==> config.mk <==
export PLATFORM = sky130hd
export DESIGN_NAME = hmr_queue
export DESIGN_NICKNAME = d
export VERILOG_FILES = /design/src/rtl/hmr_pkg.sv /design/src/rtl/hmr_queue.sv
export SDC_FILE = /design/constraint.sdc
export NUM_CORES = 1
export LEC_CHECK = 0
export BUFFER_PORTS_ARGS = -buffer_cell sky130_fd_sc_hd__buf_2
export CAP_MARGIN = 25
export CORE_MARGIN = 2
export CORE_UTILIZATION = 40
export CTS_BUF_LIST = sky130_fd_sc_hd__clkbuf_8 sky130_fd_sc_hd__clkbuf_16
export CTS_CLUSTER_DIAMETER = 30
export CTS_CLUSTER_SIZE = 14
export DETAILED_ROUTE_END_ITERATION = 12
export SLEW_MARGIN = 10
export SYNTH_ARGS = -nofsm -noshare
export SYNTH_HDL_FRONTEND = slang
export SYNTH_SLANG_ARGS = --single-unit
==> constraint.sdc <==
create_clock -name aclk -period 2.2 [get_ports aclk]
set_clock_uncertainty 0.1 [all_clocks]
set_input_delay 0.11 -clock aclk [delete_from_list [all_inputs] [get_ports aclk]]
set_output_delay 0.11 -clock aclk [all_outputs]
set_load 0.05 [all_outputs]
==> src/rtl/hmr_pkg.sv <==
// Shared types, widths and codes of the histogram matching remap core.
package hmr_pkg;

    // Gray levels in use and significant bits of one bin count
    localparam int LEVELS     = 256;
    localparam int COUNT_BITS = 32;

    // Storage geometry
    localparam int MAP_DEPTH  = 256;
    localparam int ADDR_BITS  = $clog2(MAP_DEPTH);
    // Level compare width: holds any 8-bit level and LEVELS itself
    localparam int LVL_BITS   = ADDR_BITS + 1;
    localparam logic [LVL_BITS-1:0] LEVELS_L = LVL_BITS'(LEVELS);

    // Field widths of the stream words
    localparam int OP_BITS    = 2;
    localparam int IDX_BITS   = 8;
    localparam int CNT_BITS   = 32;
    localparam int PIX_BITS   = 8;
    localparam int S_DATA_BITS = 48;
    localparam int M_DATA_BITS = 8;

    // A stored bin keeps COUNT_BITS bits, never more than the count field
    localparam int STORE_BITS = (COUNT_BITS < CNT_BITS) ? COUNT_BITS : CNT_BITS;
    // Cumulative counts never wrap
    localparam int CUM_BITS   = COUNT_BITS + 8;

    // Command queue between front and back
    localparam int QDEPTH     = 4;
    localparam int QADDR_BITS = $clog2(QDEPTH);

    typedef enum logic [OP_BITS-1:0] {
        OP_LOAD_SRC = 2'd0,
        OP_LOAD_TGT = 2'd1,
        OP_BUILD    = 2'd2,
        OP_REMAP    = 2'd3
    } hmr_op_t;

    localparam logic KIND_PIXEL = 1'b0;
    localparam logic KIND_BUILD = 1'b1;

    // One classified command word
    typedef struct packed {
        hmr_op_t                op;
        logic [ADDR_BITS-1:0]   idx;
        logic [STORE_BITS-1:0]  cnt;
        logic [ADDR_BITS-1:0]   pix;
    } hmr_item_t;

    // Queue status seen by the front and the back
    typedef struct packed {
        logic full;
        logic valid;
    } hmr_qstat_t;

endpackage

==> src/rtl/hmr_queue.sv <==
// Short command queue that decouples the front end from the back end.
module hmr_queue (
    input  logic                aclk,
    input  logic                aresetn,
    input  logic                push,
    input  hmr_pkg::hmr_item_t  push_item,
    input  logic                pop,
    output hmr_pkg::hmr_item_t  pop_item,
    output hmr_pkg::hmr_qstat_t qstat
);

    hmr_pkg::hmr_item_t                slots_reg [hmr_pkg::QDEPTH];
    logic [hmr_pkg::QADDR_BITS-1:0]    wr_ptr_reg, wr_ptr_next;
    logic [hmr_pkg::QADDR_BITS-1:0]    rd_ptr_reg, rd_ptr_next;
    logic [hmr_pkg::QADDR_BITS:0]      count_reg, count_next;

    localparam logic [hmr_pkg::QADDR_BITS-1:0] LAST_SLOT =
        hmr_pkg::QADDR_BITS'(hmr_pkg::QDEPTH - 1);
    localparam logic [hmr_pkg::QADDR_BITS:0] FULL_COUNT =
        (hmr_pkg::QADDR_BITS + 1)'(hmr_pkg::QDEPTH);

    assign qstat.full  = (count_reg == FULL_COUNT);
    assign qstat.valid = (count_reg != '0);
    assign pop_item    = slots_reg[rd_ptr_reg];

    // Advance pointers and occupancy
    always_comb begin
        wr_ptr_next = wr_ptr_reg;
        rd_ptr_next = rd_ptr_reg;
        count_next  = count_reg;
        if (push) begin
            wr_ptr_next = (wr_ptr_reg == LAST_SLOT) ? '0 : wr_ptr_reg + 1'b1;
        end
        if (pop) begin
            rd_ptr_next = (rd_ptr_reg == LAST_SLOT) ? '0 : rd_ptr_reg + 1'b1;
        end
        if (push && !pop) begin
            count_next = count_reg + 1'b1;
        end else if (pop && !push) begin
            count_next = count_reg - 1'b1;
        end
    end

    always_ff @(posedge aclk) begin
        if (!aresetn) begin
            wr_ptr_reg <= '0;
            rd_ptr_reg <= '0;
            count_reg  <= '0;
        end else begin
            wr_ptr_reg <= wr_ptr_next;
            rd_ptr_reg <= rd_ptr_next;
            count_reg  <= count_next;
        end
    end

    // Store the pushed word
    always_ff @(posedge aclk) begin
        if (push) begin
            slots_reg[wr_ptr_reg] <= push_item;
        end
    end

endmodule

==> summary.txt, run 1 <==
Worst path max stage delay - 0.54 ns
Clock Pin Slew Worst Setup and Hold Paths - 0.05 ns
Chip Width - 143 um
Number of synthesized register bits - 209
# setup viols final - 0
Pwr dens - 1160 mW/mm^2
Commonest non-fill, non-tap cell in the layout - edfxtp_1
CTS tree - yes
Status - finished clean
Worst-path cell chain - buf_12 > mux4_2 > buf_2
Root Driver - clkbuf_16
Largest family of logic cells by synthesized area - multiplexers
Yosys warns - 0
GRT Util Overall - 14.4%
IO Port Bufs - 105
Antenna viol nets, final - 0
Initial antenna violation count - 0
Drc violations - 0
Internal power - 9.57 mW
CP Class - reg2out
Synth Cell Area - 0.00773 mm^2
Routed WL per cell - 17.9 um
Share of cells above drive strength 1 - 44.9%
Max-slew violation count - 0
Largest net degree at the start of global routing - 51
Row cnt - 50
First-pass GRT wire length - 21,900 um
Post-DR vias/cell - 4.76
Htree depth - 2
GRT overflow - 0
First-iteration detailed-routing DRC count - 223
Sink Count - 209
Largest buffer count on any clock path - 3
Min cycle time layout - 2.10 ns
Switching share of total power - 22.2%
Post-Synth Simple-Gate Area - 1.18%
Syn Inst Count - 306
Adder-cell share of the synthesized area - 1.23%
Fin nets - 569
DIE AREA - 0.0205 mm^2
Most frequent cells in the layout - 200 x edfxtp_1, 105 x buf_2, 54 x dlygate4sd3_1, 50 x mux4_2, 41 x clkbuf_16
PostCTS Resize Cnt - 0
Final RePlAce weighted congestion - 0.662
I/O pin total - 106
Startpoint Class - register
HPWL after detailed placement - 8130 um
Worst skew pair latency - 0.49 ns
HP Class - in2reg
Leakage - 3.77 nW
Vias - 3,793
Critical Path AT - 1.89 ns
Fill cell count - 1,438
Overall Power - 12.3 mW
Tcrit/Tclk final - 95.5%
Setup WS post-layout - 0.0986 ns
Die height - 143 um
Number of global-route vias before repair - 4,104
Fraction of the yosys area taken by sequential cells - 80.0%
Max reg flops - 200
Synthesized Nets - 367
Post-synthesis compound-gate area fraction - 0.259%
VDD IR max - 0.736 mV
Setup TNS - 0 ns
CORE AREA - 0.0188 mm^2
Gate power share - 10.1%
Relative slew margins - 69.3%
Setup slack at placement - 0.410 ns
Fmax - 476 MHz
CP max-delay cell - mux4_2
Mux contribution to synthesized area - 15.1%
Starting density of the core - 41.1%
Diodes inserted - 0
Post-Synth XOR/XNOR Area - 0.227%
Mean Syn Cell Area - 25.3 um^2
Critical path required time - 1.99 ns
Synthesis-to-finish area growth - 37.1%
WL final - 14,200 um
Worst setup EP type - output pin
Seq pwr share - 37.6%
Measured slew at the worst slew-check pin - 0.461 ns
Clock power frac - 52.3%
Reported max-cap violation count - 0
First-pass iteration count of the detailed router - 4
Final Hold Vio Count - 0
TritonCTS buffer count - 39
Critical-path maximum fanout - 16
Switch Pwr - 2.73 mW
RSZ-0062 raised after global routing - false
Synth unique cells - 22
==> Yosys cell counts <==
cell type  number  share of area, %
nor2b_1         5              0.40
xor2_1          1              0.11
o21ai_0         1             0.065
nor2_1          1             0.049
fa_1            1              0.26
mux2i_1         4              0.52
and2_1          5              0.40
xnor2_1         1              0.11
or3_1           2              0.16
o21a_1          1             0.097
edfxtp_1      200                78
a21boi_0        1             0.097
buf_12          5               1.3
ha_1            6              0.97
inv_1           4              0.19
buf_6           1              0.15
dfxtp_1         9               2.3
buf_1           1             0.049
nor3b_1         1             0.097
nor3_1          1             0.065
mux4_2         50                15
buf_2           5              0.32
==> through the flow <==
stage          utilization [%]  hold WS [ns]  area (um^2)  instances
3_5_place_dp              45.6         0.227         8590        671
3_3_place_gp              45.6         0.220         8590        671
2_1_floorplan                -         0.109         7740        306
4_1_cts                   56.3         0.250        10600        797
5_1_grt                   56.3         0.264        10600        797
6_report                  56.3         0.268        10600        797
==> worst max-delay path: cells and delay by family (launching register included) <==
kind	cells	cell delay [ns]
muxes	1	0.54
buffers and inverters	2	0.43
DFF	1	0.42
==> kinds of logic (layout without fill, tap and decap cells) <==
| logic type | Yosys count | in the layout |
|---|---|---|
| xor gates and xnor gates | 2 | 2 |
| DFF | 209 | 209 |
| and+or+nand+nor | 15 | 15 |
| adders and majority gates | 7 | 7 |
| muxes | 54 | 54 |
| AOI/OAI and AO/OA | 3 | 3 |
| buffers and inverters | 16 | 247 |
==> layout make-up <==
cell class                      count  area (um^2)  share of cell area (%)
Clock buffer                       42         1040                    9.81
Clock inverter                     28          412                    3.88
Sequential cell                   209         6190                    58.4
Multi-Input combinational cell     81         1400                    13.2
Tap cell                          260          325                    3.07
Timing Repair Buffer              173         1220                    11.5
Inverter                            4         15.0                   0.142
==> path summary, 6_finish.rpt <==
path                                                  from                    endpoint  slack, ns  cells after the start
worst max-delay path                              register                pop_item[48]        0.1                      3
worst max register to register   count_reg[0]$_SDFFE_PN0P_   count_reg[2]$_SDFFE_PN0P_       0.52                      4
worst min-delay path                         push_item[11]  slots_reg[3][11]$_DFFE_PP_       0.27                      2
worst min register to register  rd_ptr_reg[1]$_SDFFE_PN0P_                    register       0.46                      2
==> layer usage <==
layer | up-vias | GRT usage [%] | part of all wire (%)
li1 | 1714 | - | -
met3 | 33 | 3.96 | 5.2
met4 | 0 | 5.47 | 2.3
met1 | 1936 | 18.2 | 43
met5 | - | 0 | 0
met2 | 110 | 23.8 | 50
==> power groups by stage <==
stage | Sequential [mW] | Combinational [mW] | Clock [mW]
finish | 4.62 | 1.25 | 6.43
global route | 4.63 | 1.32 | 6.77
CTS | 4.62 | 1.27 | 6.56
detailed placement | 4.70 | 1.18 | 0
global placement | 4.69 | 1.17 | 0
floorplan | 4.67 | 0.888 | 0
==> repair_timing <==
item	4_1_cts	5_1_grt
hold buffers	54	0
setup endpoints to repair	37	0
setup buffers	2	0
hold endpoints to repair	209	0
Note: power is estimated with default switching activity, not from simulation.
==> inputs of run 2 (changes only) <==
- CORE_MARGIN: 2 -> 4
- CORE_UTILIZATION: 40 -> 51
- CTS_BUF_LIST: sky130_fd_sc_hd__clkbuf_8 sky130_fd_sc_hd__clkbuf_16 -> unset
- PLACE_DENSITY: unset -> 0.75
==> run 2 against run 1 <==
Net effect: core utilization up 13 points; wire length about the same; critical path depth unchanged; power down 9.7%; worst setup slack better by 0.0041 ns; critical endpoint is now pop_item[32]; critical path type unchanged; worst hold slack better by 0.0044 ns; first-iteration DRC count down 26%; global-route usage up 2.8 points; register-to-register slack worse by 0.11 ns; fmax up 0.19%; sequential power about the same.
==> summary.txt, run 2 (synthesis gave the netlist of run 1 again) <==
RSZ-0062 raised after global routing - false
Drc violations - 0
GRT Util Overall - 17.2%
CP Class - reg2out
Setup WS post-layout - 0.103 ns
Switching share of total power - 23.3%
Row cnt - 44
Critical path required time - 1.99 ns
Clock power frac - 47.2%
Post-DR vias/cell - 5.34
Reported max-cap violation count - 0
Status - finished clean
Vias - 3,774
DIE AREA - 0.0172 mm^2
PostCTS Resize Cnt - 0
Reg-to-reg startpoint - wr_ptr_reg[0]$_SDFFE_PN0P_
Startpoint Class - register
Leakage - 3.59 nW
First-pass GRT wire length - 23,000 um
Root Driver - clkbuf_16
# setup viols final - 0
Pwr dens - 1090 mW/mm^2
Routed WL per cell - 20.1 um
Setup TNS - 0 ns
Final Hold Vio Count - 0
Critical-path maximum fanout - 25
WL final - 14,200 um
Switch Pwr - 2.59 mW
Most frequent cells in the layout - 200 x edfxtp_1, 105 x buf_2, 53 x dlygate4sd3_1, 50 x mux4_2, 37 x clkbuf_16
I/O pin total - 106
Largest net degree at the start of global routing - 51
Initial antenna violation count - 0
HP Class - in2reg
Largest buffer count on any clock path - 3
Internal power - 8.52 mW
Commonest non-fill, non-tap cell in the layout - edfxtp_1
Max-slew violation count - 0
Worst setup EP type - output pin
GRT overflow - 0
Critical Path AT - 1.89 ns
Final RePlAce weighted congestion - 0.694
Synthesis-to-finish area growth - 31.6%
CTS tree - yes
Number of global-route vias before repair - 4,226
Worst skew pair latency - 0.47 ns
Starting density of the core - 52.6%
Clock Pin Slew Worst Setup and Hold Paths - 0.05 ns
Fin nets - 559
Setup slack at placement - 0.390 ns
Antenna viol nets, final - 0
Tcrit/Tclk final - 95.3%
Chip Width - 131 um
Reg2reg setup slack - 0.41 ns
Diodes inserted - 0
Relative slew margins - 50.4%
CORE AREA - 0.0147 mm^2
First-pass iteration count of the detailed router - 4
Min cycle time layout - 2.10 ns
TritonCTS buffer count - 35
Measured slew at the worst slew-check pin - 0.744 ns
Sink Count - 209
Share of cells above drive strength 1 - 42.8%
First-iteration detailed-routing DRC count - 166
Fmax - 477 MHz
Die height - 131 um
Htree depth - 2
Max reg flops - 200
VDD IR max - 0.691 mV
HP Start - push_item[24]
Gate power share - 11.2%
IO Port Bufs - 105
HPWL after detailed placement - 7860 um
Seq pwr share - 41.6%
run 2: area by class of cell:
class / instances / area (um^2)
Clock inverter: 20 / 226
Multi-Input combinational cell: 81 / 1400
Tap cell: 184 / 230
Clock buffer: 42 / 945
Timing Repair Buffer: 167 / 1170
Sequential cell: 209 / 6190
Inverter: 4 / 15.0
Fill cell: 912 / 4520
run 2: layer usage:
metal,up-vias,part of all wire [%],GRT usage (%)
li1,1691,-,-
met1,1912,38,21.0
met2,133,52,29.5
met3,38,6.3,4.97
met4,0,2.9,6.48
met5,-,0,0
run 2: worst paths after layout:
| kind | to | cells past startpoint |
|---|---|---|
| setup / recovery | pop_item[32] | 3 |
| hold / removal | slots_reg[0][24]$_DFFE_PP_ | 2 |
| setup reg to reg | slots_reg[0][33]$_DFFE_PP_ | 4 |
| hold reg to reg | register | 2 |
run 2: power groups by stage:
stage	sequential (mW)	combinational, mW	clock (mW)
2_1_floorplan	4.67	0.888	0
3_3_place_gp	4.68	1.16	0
3_5_place_dp	4.69	1.18	0
4_1_cts	4.62	1.26	5.34
5_1_grt	4.63	1.31	5.57
6_report	4.62	1.24	5.24
run 2: what timing repair did:
action                    CTS  global route
hold buffers               53             0
buffers inserted            0             0
hold endpoints to repair  209             0
run 2: worst max-delay path: stages (launching register included):
cell     delay [ns]
dfxtp_4        0.37
buf_12         0.22
mux4_2         0.57
buf_2          0.23
run 2: through the flow:
step	util [%]	cells	hold WS, ns	total power [mW]	cell area [um^2]
2_1_floorplan	-	306	0.109	5.56	7740
4_1_cts	69.2	707	0.268	11.2	10200
6_report	69.2	707	0.272	11.1	10200
3_5_place_dp	57.7	592	0.228	5.87	8470
3_3_place_gp	57.7	592	0.220	5.84	8470
5_1_grt	69.2	707	0.271	11.5	10200
==> inputs of run 3 (changes only) <==
--- a/constraint.sdc
+++ b/constraint.sdc
@@ -3,3 +3,3 @@
 set_input_delay 0.11 -clock aclk [delete_from_list [all_inputs] [get_ports aclk]]
 set_output_delay 0.11 -clock aclk [all_outputs]
-set_load 0.05 [all_outputs]
+set_load 0.005 [all_outputs]
==> run 3 against run 2 <==
Net effect: clock-buffer cell count shrank 1; final cell count grew 1.6%; power shrank 2.6%; non-clock buffer count grew 7; via count grew 1.2%; wire length grew 2.1%; core utilization grew 0.61 points; critical path type unchanged.
==> summary.txt, run 3 (synthesis gave the netlist of run 1 again) <==
GRT Util Overall - 17.4%
Chip Width - 131 um
HP Class - in2reg
Fmax - 492 MHz
First-pass GRT wire length - 23,100 um
Pwr dens - 1050 mW/mm^2
Final RePlAce weighted congestion - 0.689
Measured slew at the worst slew-check pin - 0.415 ns
HPWL after detailed placement - 8510 um
Startpoint Class - register
Vias - 3,821
Largest buffer count on any clock path - 3
Critical-path maximum fanout - 14
Fin nets - 567
Diodes inserted - 0
Row cnt - 44
IO Port Bufs - 105
Gate power share - 7.4%
# setup viols final - 0
Largest net degree at the start of global routing - 51
Clock Pin Slew Worst Setup and Hold Paths - 0.05 ns
Final core utilization - 69.8%
Commonest non-fill, non-tap cell in the layout - edfxtp_1
Internal power - 8.59 mW
Sink Count - 209
Critical path required time - 1.99 ns
TritonCTS buffer count - 36
CORE AREA - 0.0147 mm^2
Antenna viol nets, final - 0
First-iteration detailed-routing DRC count - 146
RSZ-0062 raised after global routing - false
Final Hold Vio Count - 0
Drc violations - 0
CP Class - reg2out
Die height - 131 um
Starting density of the core - 52.6%
Footprint of the multi-input gates - 0.00140 mm^2
I/O pin total - 106
Max reg flops - 200
Worst skew pair latency - 0.48 ns
GRT overflow - 0
Setup TNS - 0 ns
Reported max-cap violation count - 0
Share of cells above drive strength 1 - 44.4%
First-pass iteration count of the detailed router - 4
Routed WL per cell - 20.2 um
Min Hold Slack - 0.263 ns
Tcrit/Tclk final - 92.4%
Initial antenna violation count - 0
Htree depth - 2
Post-DR vias/cell - 5.32
Critical Path AT - 1.82 ns
Status - finished clean
Relative slew margins - 72.3%
Final cell count without fillers - 718
Most frequent cells in the layout - 200 x edfxtp_1, 105 x buf_2, 53 x dlygate4sd3_1, 50 x mux4_2, 37 x clkbuf_16
Worst setup EP type - output pin
Register Area - 0.00619 mm^2
PostCTS Resize Cnt - 0
Root Driver - clkbuf_16
WL final - 14,500 um
Leakage - 3.66 nW
DIE AREA - 0.0172 mm^2
Synthesis-to-finish area growth - 32.8%
Switch Pwr - 2.22 mW
Clock power frac - 49.8%
Max-slew violation count - 0
Switching share of total power - 20.6%
Min cycle time layout - 2.03 ns
VDD IR max - 0.793 mV
Number of global-route vias before repair - 4,205
Fill cell count - 903
Seq pwr share - 42.8%
CTS tree - yes
Placed cells - 595
## run 3: cell types whose count changed in the layout (fill, tap and decap cells not counted)
cell,before,now
clkinvlp_4,3,1
buf_4,5,12
clkinv_2,4,8
inv_6,1,6
clkbuf_8,0,1
clkinv_4,5,3
clkbuf_1,5,3
## run 3: routing by layer
| metal | vias to the layer above | track usage [%] | share of wire [%] |
|---|---|---|---|
| met3 | 22 | 5.24 | 5.2 |
| li1 | 1711 | - | - |
| met2 | 115 | 30.4 | 53 |
| met4 | 0 | 5.60 | 1.8 |
| met1 | 1973 | 21.0 | 40 |
| met5 | - | 0 | 0 |
## run 3: power by group through the flow
stage	logic, mW	registers [mW]	clock network, mW
after detailed placement	0.724	4.70	0
after global routing	0.870	4.64	5.72
after CTS	0.802	4.63	5.49
final	0.797	4.63	5.39
after floorplan	0.421	4.67	0
after global placement	0.708	4.69	0
## run 3: through the flow
stage               area [um^2]  setup WS (ns)  power (mW)
floorplan                  7740          0.480        5.09
finish                    10300          0.168        10.8
detailed placement         8500          0.451        5.42
global placement           8500          0.537        5.40
CTS                       10200        0.00744        10.9
global route              10300         0.0872        11.2
## run 3: timing repair
action,4_1_cts,5_1_grt
endpoints found under the setup margin,0,13
hold endpoints to repair,209,0
setup buffers,0,4
hold buffers,53,0
## run 3: worst paths after layout
| kind | start | endpoint | slack (ns) | depth (start not counted) |
|---|---|---|---|---|
| max | register | pop_item[9] | 0.17 | 3 |
| min reg2reg | count_reg[2]$_SDFFE_PN0P_ | count_reg[2]$_SDFFE_PN0P_ | 0.42 | 2 |
| max reg2reg | count_reg[0]$_SDFFE_PN0P_ | count_reg[2]$_SDFFE_PN0P_ | 0.60 | 4 |
| min | push_item[24] | slots_reg[3][24]$_DFFE_PP_ | 0.26 | 2 |
## run 3: area by class of cell
type	instances	share of cell area (%)
Sequential cell	209	60.3
Multi-Input combinational cell	81	13.6
Timing Repair Buffer	174	11.9
Clock buffer	41	9.26
Clock inverter	25	2.51
Tap cell	184	2.24
Inverter	4	0.146
## run 3: worst max-delay path, stage by stage (launching register included)
cell     delay (ns)
dfxtp_4        0.43
buf_12         0.20
mux4_2         0.55
buf_2          0.15
